<file path="src/rtl/core/spq_pkg.sv">
// Package with widths, codes and shared types of the sorted priority queue.
`default_nettype none

package spq_pkg;

    localparam int CAPACITY_DEF    = 64;
    localparam int VALUE_WIDTH_DEF = 32;

    localparam int ACTION_W = 2;
    localparam int DATA_W   = 32;
    localparam int STATUS_W = 2;
    localparam int POS_W    = 6;
    localparam int COUNT_W  = 7;

    localparam logic [ACTION_W-1:0] ACT_INSERT = 2'd0;
    localparam logic [ACTION_W-1:0] ACT_REMOVE = 2'd1;
    localparam logic [ACTION_W-1:0] ACT_FIND   = 2'd2;

    localparam logic [STATUS_W-1:0] STAT_DONE      = 2'd0;
    localparam logic [STATUS_W-1:0] STAT_NOT_FOUND = 2'd1;
    localparam logic [STATUS_W-1:0] STAT_FULL      = 2'd2;

    typedef struct packed {
        logic valid;
        logic ge;
        logic eq;
    } spq_flags_t;

    typedef struct packed {
        logic ins;
        logic rm;
    } spq_cmd_t;

endpackage

`default_nettype wire

</file>
<file path="src/rtl/core/spq_cell.sv">
// One storage cell of the sorted chain: compares against the key and shifts.
`default_nettype none

module spq_cell
    import spq_pkg::*;
#(
    parameter int VALUE_WIDTH = VALUE_WIDTH_DEF
) (
    input  wire logic                          clk,
    input  wire logic                          rst_n,
    input  wire spq_cmd_t                      cmd,
    input  wire logic signed [VALUE_WIDTH-1:0] key,
    input  wire spq_flags_t                    left_flags,
    input  wire logic signed [VALUE_WIDTH-1:0] left_value,
    input  wire spq_flags_t                    right_flags,
    input  wire logic signed [VALUE_WIDTH-1:0] right_value,
    output spq_flags_t                         flags,
    output logic signed [VALUE_WIDTH-1:0]      value,
    output logic signed [VALUE_WIDTH-1:0]      value_next,
    output logic                               ins_hit,
    output logic                               first_eq
);

    logic                          valid_reg;
    logic                          valid_next;
    logic signed [VALUE_WIDTH-1:0] value_reg;

    assign flags.valid = valid_reg;
    assign flags.ge    = valid_reg && (value_reg >= key);
    assign flags.eq    = valid_reg && (value_reg == key);
    assign value       = value_reg;

    // The new entry lands in the first cell that is at least the key, or in
    // the first free cell when no stored entry is.
    assign ins_hit  = left_flags.valid && !left_flags.ge && (flags.ge || !valid_reg);
    assign first_eq = flags.eq && !left_flags.eq;

    always_comb
    begin
        value_next = value_reg;
        valid_next = valid_reg;
        if (cmd.ins)
        begin
            if (left_flags.ge)
            begin
                value_next = left_value;
                valid_next = left_flags.valid;
            end
            else if (ins_hit)
            begin
                value_next = key;
                valid_next = 1'b1;
            end
        end
        else if (cmd.rm)
        begin
            if (flags.ge)
            begin
                value_next = right_value;
                valid_next = right_flags.valid;
            end
        end
    end

    always_ff @(posedge clk or negedge rst_n)
    begin
        if (!rst_n)
        begin
            valid_reg <= 1'b0;
        end
        else
        begin
            valid_reg <= valid_next;
        end
    end

    always_ff @(posedge clk)
    begin
        value_reg <= value_next;
    end

endmodule

`default_nettype wire

</file>
<file path="config.mk">
export PLATFORM = sky130hd
export DESIGN_NAME = spq_cell
export DESIGN_NICKNAME = d
export VERILOG_FILES = /design/src/rtl/core/spq_pkg.sv /design/src/rtl/core/spq_cell.sv
export SDC_FILE = /design/constraint.sdc
export NUM_CORES = 1
export LEC_CHECK = 0
export BUFFER_PORTS_ARGS = -buffer_cell sky130_fd_sc_hd__clkbuf_2
export CAP_MARGIN = 20
export CORE_MARGIN = 2
export CORE_UTILIZATION = 45
export CTS_BUF_LIST = sky130_fd_sc_hd__clkbuf_8
export DETAILED_ROUTE_END_ITERATION = 16
export GPL_TIMING_DRIVEN = 0
export PLACE_DENSITY = 0.94
export SLEW_MARGIN = 10
export SYNTH_ARGS = -nofsm -noshare
export SYNTH_HDL_FRONTEND = slang
export SYNTH_SLANG_ARGS = --single-unit
</file>
<file path="constraint.sdc">
create_clock -name clk -period 3.7 [get_ports clk]
set_input_delay 0.185 -clock clk [delete_from_list [all_inputs] [get_ports clk]]
set_output_delay 0.185 -clock clk [all_outputs]
set_load 0.1 [all_outputs]
</file>
==> out/results.tsv, run 1 <==
stage	metric	value	unit
final_layout	n_antenna_cell	0	
final_layout	nets	688	
job	drv_cap	0	
place	gp_congestion	0.905	
yosys	synth_ff_type	dfxtp_1	
cts	worstSkewPairLatency	0.30	ns
yosys	yosysTopAreaCell	dfxtp_1	
final_layout	drive_gt1_frac	0.434	
yosys	synth_adder_area_share	0.137	
grt	grt_pass1_wl	17.8	mm
sta	fin_skew	0.00894	ns
min_path	hp-class	in2reg	
floorplanning	ioPinCount	175	
yosys	synth_most_common_cell	nand4_1	
sta	slew_viol_final	0	
cts	cts_buffers	5	
setup_path	rr_worst_depth	8	
setup_path	cp.depth	9	
final_layout	instances_no_fill	628	
floorplanning	rows	29	
sta	worstMarginPinSlew	0.581	ns
grt	grt_pass1_vias	3860	
yosys	synth.distinct_cells	36	
final_layout	final_util	0.641	
place	dpl.cell_count	619	
grt	grt_overflow	0	
sta	fin_crit	3.53	ns
setup_path	cp_cell_sequence	ha_1, nand4_1, nor4_1, nor4b_2, o31a_1, clkbuf_1, o311ai_1, nand4_1, clkbuf_2	
cts	cts_tree	yes	
setup_path	crit_top_cell	nand4_1	
yosys	synthCells	370	
yosys	syn-cell-area	2920	um^2
final_layout	area.growth.synth_to_final	38.6	%
sta	rsz0062_at_grt	false	
cts	cts-root-buf	clkbuf_8	
yosys	yosysWarningCount	0	
yosys	synth_top_family_by_area	compound AO/OA/AOI/OAI gates	
cts	clk_pin_slew_worst_paths	0.08	ns
setup_path	critPathKind	reg2out	
floorplanning	die_h	84.6	um
setup_path	required	3.51	ns
setup_path	critPathCaptureType	output pin	
drt	drcViolationCount	0	
grt	grtUsageTotal	0.300	
yosys	synth_top_area_frac	0.219	
place	dpl.hpwl	8.59	mm
yosys	syn_avg_cell_area	7.90	um^2
floorplanning	initial_core_util	0.463	
sta	relSlewSlack	0.613	
yosys	synth-compound-area-share	0.267	
sta	max_freq	283	MHz
sta	hold_viol_final	0	
cts	post-cts-setup-buffers	0	
place	numPortBuffers	172	
yosys	synth_nets	508	
grt	grt_max_degree	11	
cts	cts_num_sinks	33	
sta	finalCritPeriodShare	0.953	
floorplanning	die_w	84.6	um
yosys	synthTopCellsByArea	dfxtp_1 (22%), nand4_1 (15%), ha_1 (14%)	
setup_path	slowest_stage	nor4_1	
sta	setup_tns	0	ns
cts	cts.path.max_buffers	2	
drt	wl	11.1	mm
yosys	muxShareOfSynthArea	0.00342	
floorplanning	die_area	7160	um^2
yosys	synth_simple_gate_area_frac	0.252	
final_layout	stdcell_area	4050	um^2
cts	htreeDepth	2	
final_layout	largest_reg_flops	32	
drt	drtIter0Drc	334	
setup_path	crit_family	simple AND/OR/NAND/NOR gates	
setup_path	critPathBufInv	2	
sta	setup_violations	0	
drt	routedWlPerCell	17.6	um
setup_path	critPathMaxStageDelay	0.47	ns
setup_path	crit_path_start_kind	register	
yosys	ys_seq_area_frac	0.228	
status	status	finished clean	
floorplanning	core_area	6310	um^2
yosys	async_flop_share	0.0303	
place	place_area	3940	um^2
grt	antenna_found_initial	0	
yosys	ys_seq_elements	33	
setup_path	cp_max_fo	10	
setup_path	arrival	3.34	ns
drt	antenna_left	0	
drt	first_pass_iters	5	
yosys	synthTopCellsByCount	nand4_1 (70), nand2_1 (41), inv_1 (34)	
drt	num_vias	3921	
yosys	synth_edf_count	0	
yosys	synth_xor_area_frac	0	
drt	via_per_inst	6.24	
min_path	holdPathStages	3	
## metal layers
| metal | global-route usage | up-vias | wire length, um |
|---|---|---|---|
| met5 | 0 | - | 0 |
| met4 | 0.115 | 0 | 327 |
| met2 | 0.506 | 294 | 5310 |
| li1 | - | 1809 | - |
| met1 | 0.376 | 1772 | 4380 |
| met3 | 0.0600 | 46 | 1070 |
## area by class of cell
cell class	count	area (um^2)
flip-flops and latches	33	714
repair buffers	173	871
clock inverters	1	5.00
inverters	34	128
fillers	578	2260
well taps	77	96.3
multi-input cells	265	1930
clock buffers	7	96.3
plain buffers	38	206
## cells in the final DEF (no fill, tap or decap), drive strengths merged
master       count
nand3            2
o22ai            1
clkbuf         196
a32oi            1
and2             1
nor2b            2
o311ai          33
a2111oi          1
nand2           41
mux2i            1
and4             2
dfxtp           32
ha              32
o211ai          32
nor4b            1
nor2             7
dfrtp            1
a31oi            1
o31a             1
nor3             2
clkinv           1
nand2b           2
and3b            1
o21ai            5
dlygate4sd3      1
a21o             5
buf             21
a21oi           16
inv             34
nand4           70
nor4             3
o21a             1
a2bb2oi          1
## through the flow
step / hold slack, ns / setup slack (ns)
floorplan: -0.111 / 0.000119
global placement: -0.0391 / 0.529
detailed placement: -0.0363 / 0.425
CTS: 0.119 / 0.112
global route: 0.131 / 0.0208
finish: 0.116 / 0.173
## worst min-delay path, delay by kind of cell
family / cells / cell delay [ns]
buf+inv: 1 / 0.08
simple gates: 2 / 0.11
## cells by family after synthesis
| family | count (synthesis) |
|---|---|
| compound gates | 98 |
| buf+inv | 72 |
| flops | 33 |
| mux | 1 |
| fa+ha+maj | 32 |
| simple gates | 134 |
## path summary, 6_finish.rpt
path | start | endpoint | slack, ns
max in group asynchronous | rst_n | valid_reg | 3.42
worst max register to register | value[14] | value[16] | 1.04
worst min register to register | value[18] | value[18] | 0.56
min in group asynchronous | rst_n | valid_reg | 0.20
worst max-delay path | value[14] | value_next[8] | 0.17
worst min-delay path | left_value[25] | value[25] | 0.12
## timing repair
item,in CTS,in global routing
gates resized for setup,0,11
setup endpoints to repair,0,22
endpoints found under the hold margin,1,0
hold buffers,1,0
Power of run 1 is not shown: default switching activity piles up to over one toggle a cycle in this logic, so the estimate is an artifact.
==> inputs of run 2 (changes only) <==
--- a/config.mk
+++ b/config.mk
@@ -15,2 +15,3 @@
 export PLACE_DENSITY = 0.94
+export SETUP_SLACK_MARGIN = 0.5
 export SLEW_MARGIN = 10
==> constraint.sdc (replaced) <==
create_clock -name clk -period 3.7 [get_ports clk]
set_input_delay 0.37 -clock clk [delete_from_list [all_inputs] [get_ports clk]]
set_output_delay 0.37 -clock clk [all_outputs]
set_load 0.1 [all_outputs]
==> out/results.tsv, run 2 (synthesis results as in run 1) <==
stage	metric	value	unit
floorplanning	initial_core_util	0.463	
final_layout	most-common-layout-cells	clkbuf_2 (141), nand4_1 (70), nand2_1 (41)	
final_layout	n_antenna_cell	0	
final_layout	largest_reg_flops	32	
cts	worstSkewPairLatency	0.29	ns
final_layout	final_common_cell	clkbuf_2	
drt	num_vias	4142	
final_layout	nets	711	
final_layout	area.growth.synth_to_final	71.4	%
grt	grt_pass1_vias	3762	
setup_path	required	3.33	ns
min_path	hp-class	in2reg	
floorplanning	die_area	7160	um^2
setup_path	crit_path_start_kind	register	
final_layout	final_util	0.794	
sta	worstMarginPinSlew	0.716	ns
drt	routedWlPerCell	19.4	um
drt	antenna_left	0	
job	drv_cap	0	
status	status	finished clean	
grt	use_met1	0.363	
cts	clk_pin_slew_worst_paths	0.08	ns
place	place_area	4040	um^2
final_layout	ff_latch_area	773	um^2
grt	global_route.usage.met3	0.0492	
floorplanning	die_w	84.6	um
setup_path	critPathCaptureType	output pin	
cts	cts_tree	yes	
final_layout	multi_input_area	2190	um^2
drt	via_per_inst	6.37	
drt	first_pass_iters	5	
sta	rsz0062_at_grt	true	
floorplanning	core_area	6310	um^2
setup_path	critPathKind	reg2out	
grt	antenna_found_initial	0	
sta	slew_viol_final	0	
sta	setup_violations	0	
grt	grtUsageTotal	0.295	
grt	use_met2	0.506	
grt	grt_max_degree	11	
drt	drcViolationCount	0	
floorplanning	die_h	84.6	um
sta	relSlewSlack	0.523	
sta	max_freq	303	MHz
cts	cts_num_sinks	33	
sta	hold_viol_final	0	
setup_path	arrival	2.93	ns
place	dpl.cell_count	619	
cts	cts.path.max_buffers	2	
final_layout	instances_no_fill	650	
setup_path	cp_max_fo	10	
sta	fin_crit	3.30	ns
cts	htreeDepth	2	
final_layout	n_fill_cell	380	
final_layout	drive_gt1_frac	0.510	
floorplanning	ioPinCount	175	
sta	setup_tns	0	ns
place	numPortBuffers	172	
grt	grt_overflow	0	
sta	fin_skew	0.00740	ns
final_layout	stdcell_area	5010	um^2
drt	drtIter0Drc	268	
grt	busiest_layer	met2	
grt	grt_pass1_wl	17.4	mm
sta	finalCritPeriodShare	0.892	
drt	wl	12.6	mm
place	dpl.hpwl	8.19	mm
place	gp_congestion	0.896	
floorplanning	rows	29	
cts	cts_buffers	5	
cts	cts-root-buf	clkbuf_8	
-- run 2: changes by cell type in the layout (fill, tap and decap cells not counted), moves of 16 or more --
cell and change:
buf_4 +27, buf_8 +21, clkbuf_2 -29, dfxtp_2 -22
dfxtp_4 +23, o311ai_1 -16
-- run 2: layout make-up --
class	count	area share
Clock buffer	5	0.0137
Sequential cell	33	0.154
Timing Repair Buffer	196	0.296
Inverter	34	0.0255
Buffer	38	0.0532
Tap cell	77	0.0192
Clock inverter	2	0.00175
Multi-Input combinational cell	265	0.437
-- run 2: repair_timing --
item | in CTS | in global routing
pin swaps | 4 | 34
hold buffers | 1 | 0
endpoints found under the setup margin | 34 | 34
buffers inserted | 2 | 18
endpoints found under the hold margin | 1 | 0
gates cloned | 0 | 3
resized for setup | 84 | 98
-- run 2: through the flow --
stage	worst slack (ns)	hold WS [ns]
final	0.398	0.356
after global placement	0.217	0.146
after floorplan	0.153	0.0744
after global routing	0.262	0.368
after CTS	0.464	0.319
after detailed placement	0.157	0.154
-- run 2: routing by layer --
layer	vias to the layer above	wire, um
li1	1853	-
met1	1908	4610
met2	323	6210
met3	58	1260
met4	0	499
met5	-	0
-- run 2: worst paths after layout --
| path | start | end | slack (ns) | cells after the start |
|---|---|---|---|---|
| hold / removal | left_value[23] | value[23] | 0.36 | 3 |
| max in group asynchronous | rst_n | valid_reg | 3.22 | 2 |
| setup reg to reg | value[0] | value[11] | 0.99 | 10 |
| min in group asynchronous | rst_n | valid_reg | 0.39 | 2 |
| hold reg to reg | value[1] | value[1] | 0.58 | 2 |
| setup / recovery | value[0] | value_next[6] | 0.40 | 11 |
-- run 2: worst max-delay path: stages, from the launching register on --
cell       delay [ns]
dfxtp_4          0.36
inv_2            0.04
ha_4             0.20
nand2b_4         0.14
a2111oi_4        0.39
nor4b_4          0.10
buf_4            0.15
o311ai_4         0.39
clkbuf_4         0.31
nand4_1          0.13
nand4_1          0.20
buf_8            0.23
Power of run 2 is left out for the same reason.
==> inputs of run 3 (changes only) <==
- ABC_AREA: default -> 1
==> out/results.tsv, run 3 <==
stage	metric	value	unit
status	status	finished clean	
drt	first_pass_iters	5	
sta	finalCritPeriodShare	0.868	
cts	cts-root-buf	clkbuf_8	
yosys	synth_most_common_cell	nand2_1	
yosys	synth_top_area_frac	0.223	
sta	setup_tns	0	ns
grt	grt_pass1_vias	3883	
floorplanning	rows	29	
yosys	synth_edf_count	0	
drt	via_per_inst	5.30	
job	drv_cap	0	
sta	worstMarginPinSlew	0.571	ns
cts	cts_tree	yes	
grt	grt_overflow	0	
final_layout	n_antenna_cell	0	
final_layout	instances_no_fill	782	
power_and_ir_drop	finalPower	0.00320	W
yosys	syn_avg_cell_area	5.67	um^2
floorplanning	die_w	84.4	um
setup_path	required	3.33	ns
sta	relSlewSlack	0.618	
power_and_ir_drop	power_switching_share	0.612	
setup_path	critPathBufInv	2	
cts	cts_num_sinks	33	
grt	grt_pass1_wl	17.4	mm
cts	cts.path.max_buffers	2	
sta	whs	0.385	ns
min_path	hp-class	in2reg	
drt	num_vias	4142	
drt	antenna_left	0	
drt	wl	12.7	mm
power_and_ir_drop	leakage	2.96	nW
power_and_ir_drop	netSwitchingPower	0.00196	W
sta	fin_skew	0.00758	ns
floorplanning	core_area	6310	um^2
floorplanning	die_area	7120	um^2
sta	setup_violations	0	
setup_path	crit_top_cell	nand2_1	
power_and_ir_drop	power_frac_comb	0.740	
floorplanning	die_h	84.4	um
power_and_ir_drop	power_density	630	nW/um^2
setup_path	critPathMaxStageDelay	0.35	ns
yosys	synth.distinct_cells	23	
place	gp_congestion	0.811	
power_and_ir_drop	p_seq_frac	0.174	
cts	cts_buffers	5	
place	dpl.cell_count	762	
setup_path	critPathCaptureType	output pin	
final_layout	drive_gt1_frac	0.430	
grt	grt_max_degree	11	
power_and_ir_drop	clkPwrFrac	0.086	
grt	grtUsageTotal	0.298	
setup_path	crit_family	simple AND/OR/NAND/NOR gates	
sta	max_freq	311	MHz
final_layout	final_common_cell	clkbuf_2	
setup_path	cp_cell_sequence	ha_1, nand2_1, nor2_1, nor2_1, nand2_1, nand2_1, nand2_1, nand2_2, nand2_2, nand2_4, nand4_4, nand2_4, nand2_4, nand2_8, clkbuf_16, nand2_1, nand2_2, clkbuf_16	
sta	fin_crit	3.21	ns
yosys	yosysTopAreaCell	nand2_1	
final_layout	largest_reg_flops	32	
place	numPortBuffers	172	
final_layout	multi_input_area	2250	um^2
final_layout	area.growth.synth_to_final	74.9	%
sta	rsz0062_at_grt	false	
final_layout	ff_latch_area	708	um^2
final_layout	n_fill_cell	377	
place	dpl.hpwl	7.58	mm
setup_path	arrival	2.84	ns
yosys	yosysWarningCount	0	
yosys	ys_seq_area_frac	0.229	
power_and_ir_drop	intPower	0.00124	W
grt	antenna_found_initial	0	
drt	routedWlPerCell	16.2	um
setup_path	cp_max_fo	6	
yosys	synthCells	513	
floorplanning	initial_core_util	0.460	
final_layout	most-common-layout-cells	clkbuf_2 (140), nand2_1 (136), nor2_1 (103)	
yosys	synth_ff_type	dfxtp_1	
yosys	synthTopCellsByArea	nand2_1 (22%), dfxtp_1 (22%), nor2_1 (14%)	
setup_path	crit_path_start_kind	register	
cts	htreeDepth	2	
floorplanning	ioPinCount	175	
power_and_ir_drop	irDropWorstVdd	0.000488	V
final_layout	nets	842	
yosys	syn-cell-area	2910	um^2
setup_path	critPathKind	reg2out	
yosys	ys_seq_elements	33	
cts	worstSkewPairLatency	0.29	ns
setup_path	slowest_stage	dfxtp_2	
yosys	synthTopCellsByCount	nand2_1 (173), nor2_1 (109), inv_1 (80), nand3_1 (37)	
sta	slew_viol_final	0	
drt	drcViolationCount	0	
sta	hold_viol_final	0	
cts	clk_pin_slew_worst_paths	0.08	ns
yosys	synth_nets	651	
drt	drtIter0Drc	261	
yosys	async_flop_share	0.0303	
run 3: changes by cell type in the layout (fill, tap and decap cells not counted), sizes merged, moves of 32 or more:
cell    before  now
o211ai      32    0
o311ai      33    0
inv         35   83
nand4       70    4
nand3        2   38
nor2         7  110
nand2       41  175
buf         74   21
run 3: worst paths after layout:
check | from | to | slack (ns) | depth (start not counted)
setup / recovery | value[6] | value_next[8] | 0.49 | 18
hold / removal | left_value[19] | value[19] | 0.38 | 5
setup reg to reg | value[6] | value[8] | 1.25 | 13
hold reg to reg | value[30] | value[30] | 0.51 | 2
max in group asynchronous | rst_n | valid_reg | 3.22 | 2
min in group asynchronous | rst_n | valid_reg | 0.39 | 2
run 3: cells by family after synthesis:
group,Yosys count,share of synthesized area
and+or+nand+nor,328,0.455
adders and majority gates,32,0.138
DFF,33,0.229
buffers and inverters,99,0.139
AOI/OAI and AO/OA,21,0.0392
run 3: cell type report:
type / instances / share of cell area
plain buffers: 19 / 0.0273
clock buffers: 5 / 0.0135
clock inverters: 3 / 0.00222
inverters: 80 / 0.0591
multi-input cells: 382 / 0.443
flip-flops and latches: 33 / 0.139
well taps: 77 / 0.0190
repair buffers: 183 / 0.297
run 3: power groups by stage:
stage	clock network (W)	logic (W)	registers, W
after CTS	0.000271	0.00214	0.000528
final	0.000277	0.00237	0.000557
after global placement	0	0.00186	0.000528
after global routing	0.000285	0.00245	0.000564
after detailed placement	0	0.00189	0.000535
after floorplan	0	0.00103	0.00108
run 3: per-stage QoR:
stage               cell area [um^2]  setup WS (ns)   util
finish                          5080          0.489  0.805
global route                    5080          0.352  0.805
CTS                             4590          0.477  0.727
detailed placement              3990          0.395  0.632
global placement                3990          0.398  0.632
floorplan                       3030          0.515      -
run 3: worst register-to-register path: cells and delay by family (launching register included):
kind	cells	cell delay, ns
adder cells (fa/ha/maj)	1	0.31
flip-flops	1	0.35
buffers and inverters	1	0.18
AND/OR/NAND/NOR	11	1.48
run 3: routing by layer:
layer | global-route usage | vias to the layer above | wire length, um
li1 | - | 1942 | -
met1 | 0.331 | 1871 | 4540
met2 | 0.558 | 273 | 6560
met3 | 0.0560 | 56 | 1050
met4 | 0.114 | 0 | 509
met5 | 0 | - | 0
run 3: repair_timing:
item / 4_1_cts / 5_1_grt
buffers inserted: 0 / 7
pin swaps: 0 / 17
gates cloned: 0 / 4
hold endpoints to repair: 1 / 0
endpoints found under the setup margin: 32 / 32
hold buffers: 1 / 0
resized for setup: 84 / 67
(Power assumes the default switching activity.)
